`config.mk`:
```
export PLATFORM = sky130hd
export DESIGN_NAME = rgb_to_hsv_pixel
export DESIGN_NICKNAME = d
export VERILOG_FILES = /design/src/rtl/rthp_pkg.sv /design/src/rtl/rthp_prep.sv /design/src/rtl/rthp_div.sv /design/src/rtl/rthp_post.sv /design/src/rtl/rgb_to_hsv_pixel.sv
export SDC_FILE = /design/constraint.sdc
export NUM_CORES = 1
export LEC_CHECK = 0
export ABC_CLOCK_PERIOD_IN_PS = 33000
export BUFFER_PORTS_ARGS = -buffer_cell sky130_fd_sc_hd__clkbuf_2
export CAP_MARGIN = 20
export CORE_MARGIN = 4
export CORE_UTILIZATION = 32
export DETAILED_ROUTE_END_ITERATION = 7
export SYNTH_ARGS = -nofsm -noshare
export SYNTH_HDL_FRONTEND = slang
export SYNTH_HIERARCHICAL = 1
export SYNTH_SLANG_ARGS = --single-unit
```
`constraint.sdc`:
```
create_clock -name clk -period 33 [get_ports clk]
set_input_delay 1.65 -clock clk [delete_from_list [all_inputs] [get_ports clk]]
set_output_delay 1.65 -clock clk [all_outputs]
set_load 0.03 [all_outputs]
```
`src/rtl/rthp_pkg.sv`:
```
// ----------------------------------------------------------------------------
// rthp_pkg
// shared widths, defaults, sector codes and sideband type of the rgb to hsv
// pipeline
// ----------------------------------------------------------------------------
package rthp_pkg;

  localparam int CH_W              = 8;
  localparam int HUE_W             = 15;
  localparam int SAT_W             = 13;
  localparam int IN_DATA_W         = 24;
  localparam int OUT_DATA_W        = 40;
  localparam int HUE_FRAC_BITS_DEF = 6;
  localparam int SAT_FRAC_BITS_DEF = 12;

  typedef enum logic [1:0] {
    SEC_RED,
    SEC_GREEN,
    SEC_BLUE
  } sector_t;

  typedef struct packed {
    logic [CH_W-1:0] brightness;
    sector_t         sector;
    logic            neg;
    logic            gray;
    logic            black;
  } side_t;

  // quotient bits needed by both dividers
  function automatic int quo_bits(input int hue_frac, input int sat_frac);
    int sat_q;
    int hue_q;
    sat_q = sat_frac + 1;
    hue_q = hue_frac + 6;
    return (sat_q > hue_q) ? sat_q : hue_q;
  endfunction

endpackage

```
`src/rtl/rthp_prep.sv`:
```
// ----------------------------------------------------------------------------
// rthp_prep
// two front stages: max, min and sector pick, then delta, hue difference
// magnitude and the two dividends
// ----------------------------------------------------------------------------
module rthp_prep #(
  parameter int HUE_FRAC_BITS = rthp_pkg::HUE_FRAC_BITS_DEF,
  parameter int SAT_FRAC_BITS = rthp_pkg::SAT_FRAC_BITS_DEF
) (
  input  logic                                 clk,
  input  logic                                 rst_n,
  input  logic                                 en,
  input  logic                                 in_valid,
  input  logic [rthp_pkg::CH_W-1:0]            blue,
  input  logic [rthp_pkg::CH_W-1:0]            green,
  input  logic [rthp_pkg::CH_W-1:0]            red,
  output logic                                 out_valid,
  output rthp_pkg::side_t                      out_side,
  output logic [rthp_pkg::quo_bits(HUE_FRAC_BITS, SAT_FRAC_BITS)+rthp_pkg::CH_W-1:0] num_s,
  output logic [rthp_pkg::quo_bits(HUE_FRAC_BITS, SAT_FRAC_BITS)+rthp_pkg::CH_W-1:0] num_h,
  output logic [rthp_pkg::CH_W-1:0]            den_h
);

  localparam int CH_W  = rthp_pkg::CH_W;
  localparam int DIV_Q = rthp_pkg::quo_bits(HUE_FRAC_BITS, SAT_FRAC_BITS);
  localparam int NUM_W = DIV_Q + CH_W;
  localparam logic [NUM_W-1:0] SIXTY = NUM_W'(60) << HUE_FRAC_BITS;

  logic                   s1_vld_r;
  logic [CH_W-1:0]        s1_hi_r, s1_hi_nxt;
  logic [CH_W-1:0]        s1_lo_r, s1_lo_nxt;
  rthp_pkg::sector_t      s1_sec_r, s1_sec_nxt;
  logic signed [CH_W:0]   s1_diff_r, s1_diff_nxt;

  logic                   s2_vld_r;
  rthp_pkg::side_t        s2_side_r, s2_side_nxt;
  logic [NUM_W-1:0]       s2_num_s_r, s2_num_s_nxt;
  logic [NUM_W-1:0]       s2_num_h_r, s2_num_h_nxt;
  logic [CH_W-1:0]        s2_den_r, s2_den_nxt;

  logic [CH_W-1:0]        delta;
  logic [CH_W:0]          abs_diff;

  // max, min and sector, red first on ties
  always_comb begin
    s1_hi_nxt = red;
    if (green > s1_hi_nxt) s1_hi_nxt = green;
    if (blue > s1_hi_nxt)  s1_hi_nxt = blue;
    s1_lo_nxt = red;
    if (green < s1_lo_nxt) s1_lo_nxt = green;
    if (blue < s1_lo_nxt)  s1_lo_nxt = blue;
    if (red == s1_hi_nxt) begin
      s1_sec_nxt  = rthp_pkg::SEC_RED;
      s1_diff_nxt = $signed({1'b0, green}) - $signed({1'b0, blue});
    end else if (green == s1_hi_nxt) begin
      s1_sec_nxt  = rthp_pkg::SEC_GREEN;
      s1_diff_nxt = $signed({1'b0, blue}) - $signed({1'b0, red});
    end else begin
      s1_sec_nxt  = rthp_pkg::SEC_BLUE;
      s1_diff_nxt = $signed({1'b0, red}) - $signed({1'b0, green});
    end
  end

  // dividends and sideband
  always_comb begin
    delta    = s1_hi_r - s1_lo_r;
    abs_diff = s1_diff_r[CH_W] ? ((CH_W+1)'(0) - s1_diff_r) : s1_diff_r;
    s2_num_s_nxt = NUM_W'(delta) << SAT_FRAC_BITS;
    s2_num_h_nxt = NUM_W'(abs_diff[CH_W-1:0]) * SIXTY;
    s2_den_nxt   = delta;
    s2_side_nxt.brightness = s1_hi_r;
    s2_side_nxt.sector     = s1_sec_r;
    s2_side_nxt.neg        = s1_diff_r[CH_W];
    s2_side_nxt.gray       = (delta == '0);
    s2_side_nxt.black      = (s1_hi_r == '0);
  end

  always_ff @(posedge clk) begin
    if (!rst_n) begin
      s1_vld_r <= 1'b0;
      s2_vld_r <= 1'b0;
    end else if (en) begin
      s1_vld_r <= in_valid;
      s2_vld_r <= s1_vld_r;
    end
  end

  always_ff @(posedge clk) begin
    if (en) begin
      s1_hi_r    <= s1_hi_nxt;
      s1_lo_r    <= s1_lo_nxt;
      s1_sec_r   <= s1_sec_nxt;
      s1_diff_r  <= s1_diff_nxt;
      s2_side_r  <= s2_side_nxt;
      s2_num_s_r <= s2_num_s_nxt;
      s2_num_h_r <= s2_num_h_nxt;
      s2_den_r   <= s2_den_nxt;
    end
  end

  assign out_valid = s2_vld_r;
  assign out_side  = s2_side_r;
  assign num_s     = s2_num_s_r;
  assign num_h     = s2_num_h_r;
  assign den_h     = s2_den_r;

endmodule

```
`src/rtl/rthp_div.sv`:
```
// ----------------------------------------------------------------------------
// rthp_div
// dual-lane pipelined restoring divider, one quotient bit per stage, for
// saturation and hue magnitude side by side
// ----------------------------------------------------------------------------
module rthp_div #(
  parameter int HUE_FRAC_BITS = rthp_pkg::HUE_FRAC_BITS_DEF,
  parameter int SAT_FRAC_BITS = rthp_pkg::SAT_FRAC_BITS_DEF
) (
  input  logic                                 clk,
  input  logic                                 rst_n,
  input  logic                                 en,
  input  logic                                 in_valid,
  input  rthp_pkg::side_t                      in_side,
  input  logic [rthp_pkg::quo_bits(HUE_FRAC_BITS, SAT_FRAC_BITS)+rthp_pkg::CH_W-1:0] num_s,
  input  logic [rthp_pkg::quo_bits(HUE_FRAC_BITS, SAT_FRAC_BITS)+rthp_pkg::CH_W-1:0] num_h,
  input  logic [rthp_pkg::CH_W-1:0]            den_h,
  output logic                                 out_valid,
  output rthp_pkg::side_t                      out_side,
  output logic [rthp_pkg::quo_bits(HUE_FRAC_BITS, SAT_FRAC_BITS)-1:0] quo_s,
  output logic [rthp_pkg::quo_bits(HUE_FRAC_BITS, SAT_FRAC_BITS)-1:0] quo_h
);

  localparam int CH_W  = rthp_pkg::CH_W;
  localparam int DIV_Q = rthp_pkg::quo_bits(HUE_FRAC_BITS, SAT_FRAC_BITS);
  localparam int NUM_W = DIV_Q + CH_W;

  typedef struct packed {
    logic [CH_W-1:0]  den;
    logic [CH_W-1:0]  rem;
    logic [DIV_Q-1:0] nq;
  } lane_t;

  // one restoring step: numerator bits shift out, quotient bits shift in
  function automatic lane_t div_step(input lane_t cur);
    logic [CH_W:0] trial;
    logic          qbit;
    lane_t         nxt;
    trial = {cur.rem, cur.nq[DIV_Q-1]};
    nxt   = cur;
    qbit  = (trial >= {1'b0, cur.den});
    if (qbit) begin
      nxt.rem = CH_W'(trial - {1'b0, cur.den});
    end else begin
      nxt.rem = trial[CH_W-1:0];
    end
    nxt.nq = {cur.nq[DIV_Q-2:0], qbit};
    return nxt;
  endfunction

  lane_t            s_in;
  lane_t            h_in;
  logic [DIV_Q-1:0] vld_r;
  lane_t            sat_r  [DIV_Q];
  lane_t            hue_r  [DIV_Q];
  rthp_pkg::side_t  side_r [DIV_Q];

  always_comb begin
    s_in.den = in_side.brightness;
    s_in.rem = num_s[NUM_W-1:DIV_Q];
    s_in.nq  = num_s[DIV_Q-1:0];
    h_in.den = den_h;
    h_in.rem = num_h[NUM_W-1:DIV_Q];
    h_in.nq  = num_h[DIV_Q-1:0];
  end

  always_ff @(posedge clk) begin
    if (!rst_n) begin
      vld_r <= '0;
    end else if (en) begin
      vld_r <= {vld_r[DIV_Q-2:0], in_valid};
    end
  end

  always_ff @(posedge clk) begin
    if (en) begin
      sat_r[0]  <= div_step(s_in);
      hue_r[0]  <= div_step(h_in);
      side_r[0] <= in_side;
      for (int k = 1; k < DIV_Q; k++) begin
        sat_r[k]  <= div_step(sat_r[k-1]);
        hue_r[k]  <= div_step(hue_r[k-1]);
        side_r[k] <= side_r[k-1];
      end
    end
  end

  assign out_valid = vld_r[DIV_Q-1];
  assign out_side  = side_r[DIV_Q-1];
  assign quo_s     = sat_r[DIV_Q-1].nq;
  assign quo_h     = hue_r[DIV_Q-1].nq;

endmodule

```
`src/rtl/rthp_post.sv`:
```
// ----------------------------------------------------------------------------
// rthp_post
// final stage: hue sign, sector offset and wrap, gray and black overrides,
// output register
// ----------------------------------------------------------------------------
module rthp_post #(
  parameter int HUE_FRAC_BITS = rthp_pkg::HUE_FRAC_BITS_DEF,
  parameter int SAT_FRAC_BITS = rthp_pkg::SAT_FRAC_BITS_DEF
) (
  input  logic                                 clk,
  input  logic                                 rst_n,
  input  logic                                 en,
  input  logic                                 in_valid,
  input  rthp_pkg::side_t                      in_side,
  input  logic [rthp_pkg::quo_bits(HUE_FRAC_BITS, SAT_FRAC_BITS)-1:0] quo_s,
  input  logic [rthp_pkg::quo_bits(HUE_FRAC_BITS, SAT_FRAC_BITS)-1:0] quo_h,
  output logic                                 out_valid,
  output logic [rthp_pkg::HUE_W-1:0]           hue,
  output logic [rthp_pkg::SAT_W-1:0]           saturation,
  output logic [rthp_pkg::CH_W-1:0]            brightness
);

  localparam int HUE_W = rthp_pkg::HUE_W;
  localparam int SAT_W = rthp_pkg::SAT_W;
  localparam int CH_W  = rthp_pkg::CH_W;
  localparam int DIV_Q = rthp_pkg::quo_bits(HUE_FRAC_BITS, SAT_FRAC_BITS);
  localparam int HW    = HUE_FRAC_BITS + 11;
  localparam logic signed [HW-1:0] SIXTY = HW'(60) << HUE_FRAC_BITS;
  localparam logic signed [HW-1:0] FULL  = HW'(360) << HUE_FRAC_BITS;

  logic signed [HW-1:0]      base;
  logic signed [HW-1:0]      mag;
  logic signed [HW-1:0]      hue_raw;
  logic [HW+HUE_W-1:0]       hue_ext;
  logic [DIV_Q+SAT_W-1:0]    sat_ext;

  logic                      out_valid_r;
  logic [HUE_W-1:0]          hue_r, hue_nxt;
  logic [SAT_W-1:0]          sat_r, sat_nxt;
  logic [CH_W-1:0]           bri_r;

  always_comb begin
    case (in_side.sector)
      rthp_pkg::SEC_RED:   base = '0;
      rthp_pkg::SEC_GREEN: base = SIXTY <<< 1;
      rthp_pkg::SEC_BLUE:  base = SIXTY <<< 2;
      default:             base = '0;
    endcase
    mag     = HW'(quo_h);
    hue_raw = in_side.neg ? (base - mag) : (base + mag);
    if (hue_raw < 0) hue_raw = hue_raw + FULL;
    if (in_side.gray) hue_raw = '0;
    hue_ext = {{HUE_W{1'b0}}, hue_raw};
    hue_nxt = hue_ext[HUE_W-1:0];
    sat_ext = {{SAT_W{1'b0}}, quo_s};
    sat_nxt = in_side.black ? '0 : sat_ext[SAT_W-1:0];
  end

  always_ff @(posedge clk) begin
    if (!rst_n) begin
      out_valid_r <= 1'b0;
    end else if (en) begin
      out_valid_r <= in_valid;
    end
  end

  always_ff @(posedge clk) begin
    if (en) begin
      hue_r <= hue_nxt;
      sat_r <= sat_nxt;
      bri_r <= in_side.brightness;
    end
  end

  assign out_valid  = out_valid_r;
  assign hue        = hue_r;
  assign saturation = sat_r;
  assign brightness = bri_r;

endmodule

```
`src/rtl/rgb_to_hsv_pixel.sv`:
```
// ----------------------------------------------------------------------------
// rgb_to_hsv_pixel
// rgb to hsv pixel converter, streaming in and out
// ----------------------------------------------------------------------------
// takes one 8-bit rgb pixel per clock and returns brightness (largest
// channel), saturation in 1/2^SAT_FRAC_BITS and hue in 1/2^HUE_FRAC_BITS
// degree; gray pixels give hue 0, black gives saturation 0. with
// Q = max(SAT_FRAC_BITS + 1, HUE_FRAC_BITS + 6), the pipeline holds
// two front stages, Q divider stages that each resolve one
// quotient bit of both divisions, and the output register. the whole
// pipeline advances when the output register is empty or taken, so a
// stalled output holds every stage and in_tready drops with it.
// ----------------------------------------------------------------------------
module rgb_to_hsv_pixel #(
  parameter int HUE_FRAC_BITS = rthp_pkg::HUE_FRAC_BITS_DEF,
  parameter int SAT_FRAC_BITS = rthp_pkg::SAT_FRAC_BITS_DEF
) (
  input  logic                                  clk,
  input  logic                                  rst_n,
  input  logic                                  in_tvalid,
  output logic                                  in_tready,
  input  logic [rthp_pkg::IN_DATA_W-1:0]        in_tdata,   // blue, green, red
  output logic                                  out_tvalid,
  input  logic                                  out_tready,
  output logic [rthp_pkg::OUT_DATA_W-1:0]       out_tdata   // hue, saturation, brightness, zero pad
);

  localparam int CH_W  = rthp_pkg::CH_W;
  localparam int DIV_Q = rthp_pkg::quo_bits(HUE_FRAC_BITS, SAT_FRAC_BITS);
  localparam int NUM_W = DIV_Q + CH_W;
  localparam int PAD_W = rthp_pkg::OUT_DATA_W - rthp_pkg::HUE_W - rthp_pkg::SAT_W - CH_W;

  logic                        en;
  logic                        prep_vld;
  rthp_pkg::side_t             prep_side;
  logic [NUM_W-1:0]            prep_num_s;
  logic [NUM_W-1:0]            prep_num_h;
  logic [CH_W-1:0]             prep_den_h;
  logic                        div_vld;
  rthp_pkg::side_t             div_side;
  logic [DIV_Q-1:0]            div_quo_s;
  logic [DIV_Q-1:0]            div_quo_h;
  logic [rthp_pkg::HUE_W-1:0]  hue;
  logic [rthp_pkg::SAT_W-1:0]  saturation;
  logic [CH_W-1:0]             brightness;

  assign en        = !out_tvalid || out_tready;
  assign in_tready = en;

  rthp_prep #(
    .HUE_FRAC_BITS (HUE_FRAC_BITS),
    .SAT_FRAC_BITS (SAT_FRAC_BITS)
  ) u_prep (
    .clk       (clk),
    .rst_n     (rst_n),
    .en        (en),
    .in_valid  (in_tvalid),
    .blue      (in_tdata[CH_W-1:0]),
    .green     (in_tdata[2*CH_W-1:CH_W]),
    .red       (in_tdata[3*CH_W-1:2*CH_W]),
    .out_valid (prep_vld),
    .out_side  (prep_side),
    .num_s     (prep_num_s),
    .num_h     (prep_num_h),
    .den_h     (prep_den_h)
  );

  rthp_div #(
    .HUE_FRAC_BITS (HUE_FRAC_BITS),
    .SAT_FRAC_BITS (SAT_FRAC_BITS)
  ) u_div (
    .clk       (clk),
    .rst_n     (rst_n),
    .en        (en),
    .in_valid  (prep_vld),
    .in_side   (prep_side),
    .num_s     (prep_num_s),
    .num_h     (prep_num_h),
    .den_h     (prep_den_h),
    .out_valid (div_vld),
    .out_side  (div_side),
    .quo_s     (div_quo_s),
    .quo_h     (div_quo_h)
  );

  rthp_post #(
    .HUE_FRAC_BITS (HUE_FRAC_BITS),
    .SAT_FRAC_BITS (SAT_FRAC_BITS)
  ) u_post (
    .clk        (clk),
    .rst_n      (rst_n),
    .en         (en),
    .in_valid   (div_vld),
    .in_side    (div_side),
    .quo_s      (div_quo_s),
    .quo_h      (div_quo_h),
    .out_valid  (out_tvalid),
    .hue        (hue),
    .saturation (saturation),
    .brightness (brightness)
  );

  assign out_tdata = {{PAD_W{1'b0}}, brightness, saturation, hue};

endmodule

```
==> impl_metrics.toml, run 1 <==
[run_status]
status = "finished, final reports clean"

[power]
power_switching_uw = 1910
ir_drop_uv = 80.1
intPower_uw = 3540
power.share.clock_pct = 19.3
p_sw_share_pct = 35.0
power.total_uw = 5440
leakagePower_uw = 0.0195
sequentialPowerShare_pct = 38.2
p_per_area_mw_per_mm2 = 111
comb_power_share_pct = 42.5

[route]
wirelength_mm = 72.7
drtIter0Drc = 1358
drtAntennaViolNets = 0
avgViaCountPerCell = 4.63
drc = 0
vias = 24000
wl_per_cell_um = 14.0
first_pass_iters = 5

[sta]
fin_skew_ns = 0.0196
fmax_mhz = 167
rsz0062_at_grt = "no"
min_period_over_period_pct = 18.2
slew_headroom_pct = 30.4
setup_viol = 0
hold_violations = 0
worst_slew_pin_slew_ns = 1.02
tns_ns = 0
drv_slew = 0
fin_crit_ns = 6.00

[finish]
final_nets = 3689
ff_latch_area_mm2 = 0.0271
multi_input_area_mm2 = 0.0147
syn_to_final_growth_pct = 11.7
mostFrequentLayoutCells = "891 x edfxtp_1, 343 x inv_1, 282 x ha_1"
nFillCells = 12900
layout_commonest_cell = "edfxtp_1"
final_util_pct = 36.0
drive_gt1_share_pct = 9.79
num_antenna_cells = 0

[floorplanning]
fp-row-count = 135
die_y_um = 378
coreArea_mm2 = 0.136
start_util_pct = 32.2
ios = 70
die-area_mm2 = 0.143
die_w_um = 378

[grt]
grt_pass1_wl_mm = 120
antenna_found_initial = 0
grt_max_degree = 186
grt_use_total_pct = 10.2
grt.overflow.total = 0
grt_pass1_vias = 24600

[worst_hold_path]
hold_class = "flip-flop to flip-flop"
whs_path_depth = 0
min_from = "u_prep/num_h[8]$_DFFE_PP_"

[cts]
cts_max_level = 3
cts_root_buffer = "clkbuf_16"
tritoncts = "yes"
cts_resized = 0
clk_pin_slew_ns = 0.06
cts-buffers-inserted = 95
clk_path_buf_depth = 3
cts_num_sinks = 907
ctsHoldBuffers = 0
post_cts_buffers = 0
clk_latency_ns = 0.66

[logic_synthesis]
synth_edf_count = 891
ys.flop_type = "edfxtp_1"
yosysWarningCount = 6
synth_area_per_cell_um2 = 13.5
synthArstFlopShare_pct = 0
synth-seq-cells = 907
synth.distinct_cells = 96
seq_area_frac_synth_pct = 61.9
syn-cell-area_mm2 = 0.0437
syn_inst = 3249

[placement]
io_buffer_count = 65
place_congestion = 0.844
dp_hpwl_mm = 50.5

[setup_path]
r2r_start = "u_prep/s1_diff_r[0]$_DFFE_PP_"
cp_num_buf_inv = 4
arrival_ns = 6.48
timing.critical_path.cells = "clkbuf_2 -> inv_1 -> ha_1 -> a21oi_1 -> o221ai_2 -> nor2_1 -> buf_4 -> mux2i_1 -> ha_1 -> nor2b_1 -> o211ai_1 -> a21oi_1 -> o21ai_1 -> buf_4 -> mux2i_2 -> mux2_1 -> mux2i_1"
crit_start = "in_tdata[12]"
crit_path_end_kind = "flip-flop"
worst_setup_path_start_kind = "input pin"
path_class = "input pin to flip-flop"
reg2reg_depth = 15
slowest_stage = "mux2i_2"
crit_family = "multiplexers"
cp_slowest_stage_delay_ns = 0.87
worst-path-stages = 17
crit_path_max_fanout = 16
worstPathRequired_ns = 33.48

[flow_run]
maxCapViolations = 0
[path summary, 6_finish.rpt]
path	slack [ns]	to
setup / recovery	27.00	u_prep/s1_diff_r[1]$_DFFE_PP_
hold / removal	0.40	u_div/hue_r[0][9]$_DFFE_PP_
setup reg to reg	28.76	u_prep/num_h[19]$_DFFE_PP_
hold reg to reg	0.40	u_div/hue_r[0][9]$_DFFE_PP_
[through the flow]
| stage | hold WS [ns] | cells | setup slack [ns] | cell area (um2) |
|---|---|---|---|---|
| floorplan | 0.400 | 3273 | 8.18 | 43800 |
| global placement | 0.400 | 5021 | 26.44 | 45800 |
| detailed placement | 0.405 | 5021 | 26.35 | 45800 |
| CTS | 0.396 | 5193 | 27.05 | 48800 |
| global route | 0.400 | 5193 | 26.70 | 48800 |
| finish | 0.399 | 5193 | 27.00 | 48800 |
[layer usage]
metal | wire length [um] | track usage [%] | vias to the layer above
li1 | - | - | 12000
met1 | 30600 | 11.7 | 11500
met2 | 37100 | 18.6 | 358
met3 | 2570 | 2.01 | 154
met4 | 2400 | 3.63 | 0
met5 | 0 | 0 | -
[synthesized netlist by cell type, drive strengths merged (53+ instances only)]
cell type,instances,area share (%)
mux2i,71,1.6
inv,343,2.9
nand2b,53,0.76
xor2,65,1.3
ha,282,8.1
nor2b,75,1.1
a21oi,175,2.0
buf,95,1.6
o21ai,222,2.6
nor2,105,0.90
xnor2,77,1.5
edfxtp,891,61
nand2,174,1.5
[kinds of logic after synthesis]
logic type	count (synthesis)	synth area share, %
multiplexers	119	2.87
AND/OR/NAND/NOR	608	7.26
XOR/XNOR	142	2.84
AO/OA/AOI/OAI	693	10.4
flip-flops	907	61.9
other	2	0.0172
adder cells (fa/ha/maj)	324	9.99
buffers and inverters	454	4.68
[sequential cells by signal, indices dropped and copies added (netlist names), 9 cells and up]
name,count
u_div/hue_r,361
u_div/sat_r,329
u_div/side_r,105
u_post/hue,15
u_div/vld_r,13
u_post/saturation,13
u_prep/out_side,13
u_prep/num_h,12
u_prep/s1_diff_r,9
[area by class of cell]
cell class	instances	share of cell area (%)
flip-flops and latches	907	55.4
multi-input cells	1912	30.1
clock buffers	114	5.01
well taps	1781	4.56
inverters	343	2.64
clock inverters	58	1.32
repair buffers	78	0.917
[power by group through the flow]
stage	clock network (uW)	logic, uW	registers (uW)
2_1_floorplan	0	1880	2060
3_3_place_gp	0	2260	2100
3_5_place_dp	0	2300	2110
4_1_cts	1090	2320	2090
5_1_grt	1140	2640	2130
6_report	1050	2310	2080
Power figures use the tool's default switching activity.
==> run 2, diff against run 1 <==
--- a/config.mk
+++ b/config.mk
@@ -5,7 +5,8 @@
 export SDC_FILE = /design/constraint.sdc
 export NUM_CORES = 1
 export LEC_CHECK = 0
-export ABC_CLOCK_PERIOD_IN_PS = 33000
+export ABC_AREA = 1
+export ABC_CLOCK_PERIOD_IN_PS = 5800
 export BUFFER_PORTS_ARGS = -buffer_cell sky130_fd_sc_hd__clkbuf_2
 export CAP_MARGIN = 20
 export CORE_MARGIN = 4
==> constraint.sdc (replaced) <==
create_clock -name clk -period 5.8 [get_ports clk]
set_input_delay 0.29 -clock clk [delete_from_list [all_inputs] [get_ports clk]]
set_output_delay 0.29 -clock clk [all_outputs]
set_load 0.03 [all_outputs]
==> impl_metrics.toml, run 2 <==
[run_status]
status = "finished, final reports clean"

[floorplanning]
die-area_mm2 = 0.153
start_util_pct = 32.2
fp-row-count = 140
die_y_um = 391
ios = 70
die_w_um = 391
coreArea_mm2 = 0.146

[grt]
grt_pass1_vias = 29000
grt_use_total_pct = 11.1
grt.overflow.total = 0
grt_max_degree = 188
grt_pass1_wl_mm = 142
antenna_found_initial = 1

[setup_path]
rrSetupSlack_ns = 1.43
crit_path_end_kind = "flip-flop"
crit_path_max_fanout = 5
path_class = "flip-flop to flip-flop"
arrival_ns = 4.80
worst_setup_path_start_kind = "flip-flop"
worstPathRequired_ns = 6.23

[finish]
final_nets = 5016
drive_gt1_share_pct = 8.21
layout_commonest_cell = "nand2_1"
top_regs = "u_div/hue_r: 361 flops, u_div/sat_r: 329 flops, u_div/side_r: 105 flops"
largest_register_ffs = 361
mostFrequentLayoutCells = "1246 x nand2_1, 891 x edfxtp_1, 730 x inv_1"
syn_to_final_growth_pct = 11.3
layout.cells.non_filler = 6660
largest-register = "u_div/hue_r"

[placement]
dp_hpwl_mm = 61.2
place_inst = 6478
place_congestion = 0.872
io_buffer_count = 65

[cts]
cts-buffers-inserted = 98
clk_path_buf_depth = 3
tritoncts = "yes"
ctsHoldBuffers = 3
post_cts_buffers = 0
clk_latency_ns = 0.71
cts_num_sinks = 907
cts_max_level = 3
clk_pin_slew_ns = 0.06
cts_root_buffer = "clkbuf_16"
cts_resized = 0

[logic_synthesis]
synthArstFlopShare_pct = 0
synth_common_cells = "1247 x nand2_1, 891 x edfxtp_1, 730 x inv_1"
synth.distinct_cells = 51
synth_area_per_cell_um2 = 10.3
syn_inst = 4573
yosysWarningCount = 6
synth_most_common_cell = "nand2_1"
seq_area_frac_synth_pct = 57.7
syn-cell-area_mm2 = 0.0469
ys_top_cells_by_area = "edfxtp_1 57%, nand2_1 10%, ha_1 7.5%"
synth_top_area_share_pct = 57.0
synth-seq-cells = 907
ys.flop_type = "edfxtp_1"
synth_top_cell_by_area = "edfxtp_1"
synth_edf_count = 891

[route]
drtIter0Drc = 1419
drtAntennaViolNets = 0
drc = 0
first_pass_iters = 6
vias = 29600
wl_per_cell_um = 12.8
wirelength_mm = 85.2
avgViaCountPerCell = 4.44

[sta]
setup_viol = 0
fmax_mhz = 229
worst_slew_pin_slew_ns = 0.973
slew_headroom_pct = 35.2
drv_slew = 0
hold_violations = 0
fin_skew_ns = 0.0433
tns_ns = 0
min_period_over_period_pct = 75.3
fin_crit_ns = 4.37
rsz0062_at_grt = "no"

[power]
ir_drop_uv = 293
p_per_area_mw_per_mm2 = 620
power_switching_uw = 12900
p_sw_share_pct = 39.7
power.share.clock_pct = 19.0
leakagePower_uw = 0.0241
sequentialPowerShare_pct = 36.9
intPower_uw = 19500
comb_power_share_pct = 44.1

[flow_run]
maxCapViolations = 0

[worst_hold_path]
hold_class = "input pin to flip-flop"
[run 2: kinds of logic after synthesis]
kind of cell,share of synthesized area [%]
other,0.0160
AOI/OAI and AO/OA,2.60
buffers and inverters,7.90
adders and majority gates,9.31
xor gates and xnor gates,1.98
DFF,57.7
and+or+nand+nor,20.5
[run 2: cell type report]
cell class | count | area [um2]
fillers | 14500 | 93500
inverters | 743 | 2790
diodes | 2 | 5.00
multi-input cells | 2832 | 16200
clock buffers | 108 | 2490
flip-flops and latches | 907 | 27100
well taps | 1917 | 2400
repair buffers | 82 | 523
clock inverters | 69 | 697
[run 2: power groups by stage]
stage	clock network [uW]	logic, uW	registers [uW]
2_1_floorplan	0	11700	11700
3_3_place_gp	0	14100	12100
3_5_place_dp	0	14300	12100
4_1_cts	6410	14300	12000
5_1_grt	6660	16500	12200
6_report	6160	14300	12000
[run 2: per-layer routing]
layer	vias to the layer above	share of wire (%)	GRT usage [%]
met2	440	51	20.3
met4	0	2.6	3.49
met3	160	3.7	1.95
li1	15300	-	-
met5	-	0	0
met1	13700	43	13.2
[run 2: stage by stage]
stage / worst slack, ns / cell area, um2 / power, uW / hold WS (ns) / util [%]
floorplan: 0.836 / 47000 / 23500 / 0.400 / -
global placement: 0.863 / 49000 / 26100 / 0.400 / 33.6
detailed placement: 0.875 / 49000 / 26400 / 0.405 / 33.6
CTS: 1.40 / 52200 / 32800 / 0.0135 / 35.8
global route: 1.06 / 52200 / 35400 / 0.0552 / 35.8
finish: 1.43 / 52200 / 32400 / 0.0718 / 35.8
[run 2: worst max-delay path, stage by stage (launching register included)]
cell and delay, ns:
edfxtp_1 0.50, nor3_1 0.26, nand3_1 0.16, nand2_1 0.10
xor2_1 0.56, inv_1 0.13, fa_1 0.49, fa_1 0.54
inv_1 0.04, ha_1 0.33, nand2_1 0.06, o21ai_0 0.26
a21oi_1 0.11, o21bai_1 0.21, nand2_1 0.07, a21oi_1 0.13
nor2_1 0.06, xnor2_1 0.12
[run 2: worst paths after layout]
| kind | depth (start not counted) | endpoint | from |
|---|---|---|---|
| hold / removal | 3 | u_prep/s1_lo_r[0]$_DFFE_PP_ | in_tdata[0] |
| setup reg to reg | 17 | u_prep/num_h[19]$_DFFE_PP_ | u_prep/s1_diff_r[0]$_DFFE_PP_ |
| hold reg to reg | 0 | u_div/sat_r[0][66]$_DFFE_PP_ | u_div/sat_r[0][36]$_DFFE_PP_ |
| setup / recovery | 17 | u_prep/num_h[19]$_DFFE_PP_ | u_prep/s1_diff_r[0]$_DFFE_PP_ |
==> run 3, diff against run 2 <==
--- a/config.mk
+++ b/config.mk
@@ -6,7 +6,7 @@
 export NUM_CORES = 1
 export LEC_CHECK = 0
 export ABC_AREA = 1
-export ABC_CLOCK_PERIOD_IN_PS = 5800
+export ABC_CLOCK_PERIOD_IN_PS = 3760
 export BUFFER_PORTS_ARGS = -buffer_cell sky130_fd_sc_hd__clkbuf_2
 export CAP_MARGIN = 20
 export CORE_MARGIN = 4
==> constraint.sdc (replaced) <==
create_clock -name clk -period 3.76 [get_ports clk]
set_input_delay 0.188 -clock clk [delete_from_list [all_inputs] [get_ports clk]]
set_output_delay 0.188 -clock clk [all_outputs]
set_load 0.03 [all_outputs]
==> impl_metrics.toml, run 3 (synthesis gave the netlist of run 2 again) <==
[setup_path]
arrival_ns = 4.19
crit_path_end_kind = "flip-flop"
worst_setup_path_start_kind = "flip-flop"
path_class = "flip-flop to flip-flop"
crit_path_max_fanout = 4
worstPathRequired_ns = 4.18

[sta]
fmax_mhz = 266
rsz0062_at_grt = "yes"
setup_viol = 1
drv_slew = 0
fin_skew_ns = 0.0521
fin_crit_ns = 3.77
slew_headroom_pct = 48.8
finalWorstSetupSlack_ns = -0.00627
worst_slew_pin_slew_ns = 0.767
min_period_over_period_pct = 100
hold_violations = 0

[placement]
io_buffer_count = 65
place_ws_ns = -0.0837
dp_hpwl_mm = 62.7
place_congestion = 0.880

[power]
ir_drop_uv = 570
power.total_uw = 51000
leakagePower_uw = 0.0246
p_per_area_mw_per_mm2 = 962

[finish]
mostFrequentLayoutCells = "1244 x nand2_1, 891 x edfxtp_1, 725 x inv_1"
largest_register_ffs = 361
final_util_pct = 36.4
layout_commonest_cell = "nand2_1"
final_nets = 5103
num_antenna_cells = 0
syn_to_final_growth_pct = 13.1
nFillCells = 14300
largest-register = "u_div/hue_r"
top_regs = "u_div/hue_r: 361 flops, u_div/sat_r: 329 flops, u_div/side_r: 105 flops"
drive_gt1_share_pct = 10.1

[floorplanning]
fp-row-count = 140
die_y_um = 391
die-area_mm2 = 0.153
die_w_um = 391
coreArea_mm2 = 0.146
start_util_pct = 32.2
ios = 70

[grt]
grt_use_total_pct = 11.3
grt_max_degree = 132
antenna_found_initial = 0
grt.overflow.total = 0
grt_pass1_wl_mm = 143
grt_pass1_vias = 29600

[run_status]
status = "finished, violations left"
violations = "setup timing"

[route]
first_pass_iters = 7
drc = 0
wirelength_mm = 86.2
drtAntennaViolNets = 0
drtIter0Drc = 1417
wl_per_cell_um = 12.8
vias = 29900
avgViaCountPerCell = 4.43

[cts]
cts-buffers-inserted = 98
clk_latency_ns = 0.71
tritoncts = "yes"
cts_root_buffer = "clkbuf_16"
cts_max_level = 3
clk_pin_slew_ns = 0.05
cts_num_sinks = 907
clk_path_buf_depth = 3

[worst_hold_path]
hold_class = "input pin to flip-flop"

[flow_run]
maxCapViolations = 0
[run 3: cell types whose count changed in the layout (fill, tap and decap cells not counted), moves of 5 or more]
cell / previous run / this run
clkinv_1: 28 / 18
inv_1: 730 / 725
clkbuf_1: 10 / 23
dlygate4sd3_1: 3 / 10
buf_4: 9 / 85
inv_2: 10 / 15
[run 3: worst paths after layout]
check / from / end / slack [ns] / depth (start not counted)
worst max-delay path: u_prep/s1_diff_r[1]$_DFFE_PP_ / u_prep/num_h[19]$_DFFE_PP_ / -0.006 / 19
worst min-delay path: in_tdata[1] / u_prep/s1_lo_r[1]$_DFFE_PP_ / 0.08 / 3
worst max register to register: u_prep/s1_diff_r[1]$_DFFE_PP_ / u_prep/num_h[19]$_DFFE_PP_ / -0.006 / 19
worst min register to register: u_div/sat_r[0][36]$_DFFE_PP_ / u_div/sat_r[0][66]$_DFFE_PP_ / 0.40 / 0
[run 3: layout make-up]
| cell class | instances | area (um2) | share of cell area (%) |
|---|---|---|---|
| multi-input cells | 2832 | 16300 | 30.8 |
| clock buffers | 124 | 2590 | 4.88 |
| inverters | 743 | 2790 | 5.26 |
| well taps | 1917 | 2400 | 4.52 |
| repair buffers | 169 | 1230 | 2.33 |
| clock inverters | 54 | 618 | 1.17 |
| flip-flops and latches | 907 | 27100 | 51.0 |
[run 3: repair_timing]
| item | in CTS | in global routing |
|---|---|---|
| pin swaps | 2 | 16 |
| buffers inserted | 3 | 3 |
| hold endpoints to repair | 24 | 0 |
| gates resized for setup | 1 | 20 |
| endpoints found under the setup margin | 2 | 4 |
| hold buffers | 10 | 0 |
[run 3: layer usage]
metal / GRT usage (%) / wire length [um]
met2: 20.2 / 43000
met5: 0 / 0
met1: 13.4 / 37300
met4: 4.05 / 2890
met3: 2.11 / 3090
[run 3: critical path: stages (launching register included)]
cell	delay [ns]
edfxtp_1	0.42
inv_2	0.10
ha_4	0.13
inv_2	0.04
nor3_2	0.15
inv_1	0.08
nand2_2	0.11
xor2_4	0.21
fa_1	0.47
fa_1	0.52
ha_4	0.31
buf_6	0.10
nand2_2	0.05
o21ai_2	0.14
a21oi_2	0.07
o21bai_1	0.20
nand2_1	0.09
a21oi_2	0.14
nor2_1	0.07
xnor2_1	0.11
[run 3: power breakdown]
group | total [uW] | internal, uW | switching [uW]
clock network | 9520 | 5530 | 3990
registers | 18400 | 16500 | 1920
logic | 23100 | 8990 | 14100
total | 51000 | 31000 | 20000
[run 3: per-stage QoR]
stage / cell area, um2 / TNS, ns / hold slack, ns / cells
6_report: 53100 / -0.00627 / 0.0783 / 6746
5_1_grt: 53100 / -0.533 / 0.0391 / 6746
4_1_cts: 53000 / -0.0817 / 0.0150 / 6743
3_5_place_dp: 49600 / -0.529 / 0.405 / 6552
3_3_place_gp: 49600 / -0.0293 / 0.401 / 6552
2_1_floorplan: 47000 / -540.04 / 0.316 / 4597
